## src/rtl/mrpn_pkg.sv

```systemverilog
// Shared types, constants and opcodes of the memory region page navigator.
`timescale 1ns / 1ps
`default_nettype none
package mrpn_pkg;
  localparam int NumRegions = 16;
  localparam int SlotW = 4;
  localparam int CountW = 5;
  localparam int RegionPageShift = 12;
  localparam int PagesW = 52;
  localparam int KindW = 4;
  localparam int AddrW = 64;
  localparam int LogW = 6;
  localparam int MaskW = 16;

  typedef enum logic [2:0] {
    OP_LOAD  = 3'd0,
    OP_ADDR  = 3'd1,
    OP_RANGE = 3'd2,
    OP_FIRST = 3'd3,
    OP_NEXT  = 3'd4,
    OP_PREV  = 3'd5,
    OP_NOP6  = 3'd6,
    OP_NOP7  = 3'd7
  } op_t;

  typedef enum logic [1:0] {
    REG_COUNT = 2'd0,
    REG_LOG2  = 2'd1,
    REG_MASK  = 2'd2
  } reg_idx_t;

  typedef enum logic [1:0] {
    ST_IDLE  = 2'd0,
    ST_PROBE = 2'd1,
    ST_SCAN  = 2'd2,
    ST_DONE  = 2'd3
  } state_t;

  // One descriptor moving along the cell chain.
  typedef struct packed {
    logic [AddrW-1:0]  start;
    logic [PagesW-1:0] pages;
    logic [KindW-1:0]  kind;
  } desc_t;
endpackage
`default_nettype wire

```

## src/rtl/mrpn_eval.sv

```systemverilog
// Per-descriptor evaluation for checks and next/previous page candidates.
`timescale 1ns / 1ps
`default_nettype none
module mrpn_eval (
  input  wire mrpn_pkg::desc_t           desc,
  input  wire logic [mrpn_pkg::MaskW-1:0] mask,
  input  wire logic [mrpn_pkg::AddrW-1:0] ps,
  input  wire logic [mrpn_pkg::AddrW-1:0] qa,
  input  wire logic [mrpn_pkg::AddrW-1:0] qend,
  input  wire logic [mrpn_pkg::AddrW-1:0] cur,
  input  wire logic [mrpn_pkg::AddrW-1:0] nxt,
  input  wire logic [mrpn_pkg::AddrW-1:0] prv,
  output logic                           brows,
  output logic                           hit_addr,
  output logic                           hit_range,
  output logic                           hit_page,
  output logic                           nxt_ok,
  output logic [mrpn_pkg::AddrW-1:0]      nxt_cand,
  output logic                           prv_ok,
  output logic [mrpn_pkg::AddrW-1:0]      prv_cand
);
  localparam int AW = mrpn_pkg::AddrW;
  logic [AW-1:0] size, endw, pm, first, last, upn, pend;
  logic [AW:0]   sum;
  logic          nz, ovf, geom;

  always_comb begin
    brows = mask[desc.kind];
    size  = {desc.pages, {mrpn_pkg::RegionPageShift{1'b0}}};
    nz    = desc.pages != '0;
    sum   = {1'b0, desc.start} + {1'b0, size};
    ovf   = sum[AW];
    endw  = sum[AW-1:0];
    pm    = ps - AW'(1);
    first = (desc.start + pm) & ~pm;
    // page end may wrap past the top of the address space
    pend  = prv + ps;
    // checks: zero pages gives empty region, overflow skips it
    hit_addr  = brows && nz && !ovf && qa >= desc.start && qa < endw;
    hit_range = brows && nz && !ovf && qa >= desc.start && qend <= endw;
    hit_page  = brows && nz && !ovf && prv >= desc.start && pend <= endw;
    geom = brows && nz && !(endw < ps) && !((first + ps) > endw);
    last = (endw - ps) & ~pm;
    upn  = (nxt + pm) & ~pm;
    nxt_ok   = 1'b0;
    nxt_cand = first;
    if (geom) begin
      if (nxt <= first) begin
        nxt_ok = 1'b1;
      end else if (nxt < endw) begin
        nxt_cand = upn;
        nxt_ok   = !((upn + ps) > endw);
      end
    end
    if (nxt_ok && !(nxt_cand > cur)) nxt_ok = 1'b0;
    prv_ok   = 1'b0;
    prv_cand = last;
    if (geom && !(last < first) && cur > first) begin
      if (cur > last) begin
        prv_ok = 1'b1;
      end else begin
        prv_cand = cur - ps;
        prv_ok   = !(prv_cand < first);
      end
    end
    if (prv_ok && !(prv_cand < cur)) prv_ok = 1'b0;
  end
endmodule
`default_nettype wire

```

## config.mk

```make
export PLATFORM = sky130hd
export DESIGN_NAME = mrpn_eval
export DESIGN_NICKNAME = d
export VERILOG_FILES = /design/src/rtl/mrpn_pkg.sv /design/src/rtl/mrpn_eval.sv
export SDC_FILE = /design/constraint.sdc
export NUM_CORES = 2
export LEC_CHECK = 0
export BUFFER_PORTS_ARGS = -buffer_cell sky130_fd_sc_hd__buf_4
export CELL_PAD_IN_SITES_DETAIL_PLACEMENT = 0
export CELL_PAD_IN_SITES_GLOBAL_PLACEMENT = 2
export CORE_ASPECT_RATIO = 0.7
export CORE_MARGIN = 2
export CORE_UTILIZATION = 38
export DETAILED_ROUTE_END_ITERATION = 7
export PLACE_DENSITY_LB_ADDON = 0.1
export SETUP_SLACK_MARGIN = 0.02
export SLEW_MARGIN = 20
export SYNTH_ARGS = -nofsm -noshare
export SYNTH_HDL_FRONTEND = slang
export SYNTH_SLANG_ARGS = --single-unit
```

## constraint.sdc

```tcl
create_clock -name vclk -period 27.9
set_clock_uncertainty 0.15 [all_clocks]
set_input_delay 4.185 -clock vclk [all_inputs]
set_output_delay 4.185 -clock vclk [all_outputs]
set_load 0.05 [all_outputs]
```

==> impl_metrics.tcl <==
set metrics [dict create \
    crit_family "compound AO/OA/AOI/OAI gates" \
    synthDistinctLibCells 96 \
    routabilityCongestion 1.064 \
    syn_area_mm2 0.05258 \
    placed_cells 9819 \
    critPathSlowestCell "nor3_1" \
    required_ps 23570 \
    cp.arrival_ps 22290 \
    io_buffers 654 \
    ys_seq_area_share_pct 0 \
    fill_cells 14410 \
    core_area_mm2 0.1376 \
    wl_per_cell_um 29.58 \
    fin_crit_sh_pct 95.42 \
    hpwlAfterDp_um 260600 \
    ant_nets 0 \
    grt_usage_pct 38.87 \
    rsz0062_at_grt "false" \
    setup_viol 0 \
    syn-instance-count 7383 \
    antenna_found_initial 24 \
    syn2layout_area_growth_pct 13.97 \
    register_area_um2 0 \
    hold_viol_final 0 \
    path_class "input pin to output port" \
    seq_cell_count 0 \
    drive_above_1_share_pct 11.31 \
    die_area_mm2 0.1414 \
    avgSynthCellArea_um2 7.122 \
    crit_buf_inv 5 \
    layout.nets 9824 \
    grt_max_degree 41 \
    ctsResizeCount 0 \
    slew_headroom_pct 11.08 \
    final_cells 9835 \
    outcome "complete, no violations" \
    syn_nets 9240 \
    startpoint_type "input pin" \
    endpoint_kind "output port" \
    grt_pass1_vias 55040 \
    rows 114 \
    multi_input_area_mm2 0.05020 \
    drc 0 \
    maxSlewViolCount 0 \
    start_util_pct 38.20 \
    grt-ovfl-total 0 \
    vias 61310 \
    setup_tns_ps 0 \
    worst_pin_slew_ps 1322 \
    postCtsSetupRepairBufs 0 \
    crit_top_cell "o21ai_0" \
    grt_pass1_wl_um 405500 \
    period_minus_slack_ps 26620 \
    slowest_delay_ps 760 \
    first_iter_violations 7666 \
    fmax_mhz 37.56 \
    die_h_um 315.2 \
    drt-pass1-iter-count 7 \
    hold_path.class "input pin to output port" \
    maxCapViolCount 0 \
    cp_max_fo 40 \
    fp.dieW_um 448.6 \
    num_io_pins 654 \
    finalWirelength_um 291000 \
    yosysWarnings 0 \
    hold_buffers 0 \
    routed_via_density 6.234 \
    n_clock_buffer 0 \
]
path summary, 6_finish.rpt:
kind,slack [ps],cells past startpoint,startpoint,to
max,1280,63,ps[1],nxt_ok
min,8690,3,desc[3],brows
synth_stat cells, drive strengths merged, types with 73 or more instances:
library cell / number / share of area (%)
nor2: 472 / 3.4
nand2: 477 / 3.4
ha: 1329 / 32
xor2: 140 / 2.3
a21oi: 787 / 7.5
inv: 520 / 3.7
mux2i: 92 / 1.8
nand3: 154 / 1.5
nand2b: 226 / 2.7
o21ai: 515 / 4.9
clkbuf: 123 / 0.88
nor2b: 232 / 2.8
o21bai: 96 / 1.4
a21o: 403 / 5.8
o21a: 73 / 1.0
nor3: 145 / 1.4
mux2: 74 / 1.6
nand4: 275 / 3.3
xnor2: 365 / 6.1
cell usage in the layout, fill, tap and decap left out, types with 140 or more instances in the layout:
cell type | synthesis | routed
a21o_1 | 403 | 403
a21oi_1 | 785 | 785
buf_4 | 0 | 720
ha_1 | 1329 | 1329
inv_1 | 520 | 520
nand2_1 | 477 | 476
nand2b_1 | 225 | 225
nand3_1 | 154 | 153
nand4_1 | 275 | 275
nor2_1 | 472 | 470
nor2b_1 | 232 | 232
o21ai_0 | 508 | 506
xnor2_1 | 365 | 365
xor2_1 | 140 | 140
kinds of logic after synthesis:
group | synth area share [%]
AOI/OAI and AO/OA | 28.48
muxes | 3.508
buffers and inverters | 4.776
adders and majority gates | 31.93
and+or+nand+nor | 22.90
xor gates and xnor gates | 8.412
metal layers:
metal  part of all wire [%]  track usage [%]  vias up
met5                   0.10            1.297        -
met4                    2.7            8.768       16
met3                     12            11.02      253
met2                     39            54.27     3033
met1                     47            57.49    29260
li1                       -                -    28750
worst min-delay path, stage by stage:
cell     delay (ps)
buf_4            90
a31oi_1         170
buf_4           210
per-stage QoR:
step	util (%)	setup slack (ps)	instance area, um^2	hold slack, ps
3_5_place_dp	43.49	2105	59860	8686
3_3_place_gp	43.49	2315	59860	8675
5_1_grt	43.52	208.1	59910	8712
4_1_cts	43.49	2040	59860	8692
2_1_floorplan	-	5854	52580	8581
6_report	43.54	1278	59930	8690
area by class of cell:
class              instances  share of cell area, %
diodes                    14                0.05846
inverters                524                  3.282
multi-input cells       6721                  83.76
well taps               1856                  3.875
repair buffers           720                  9.020
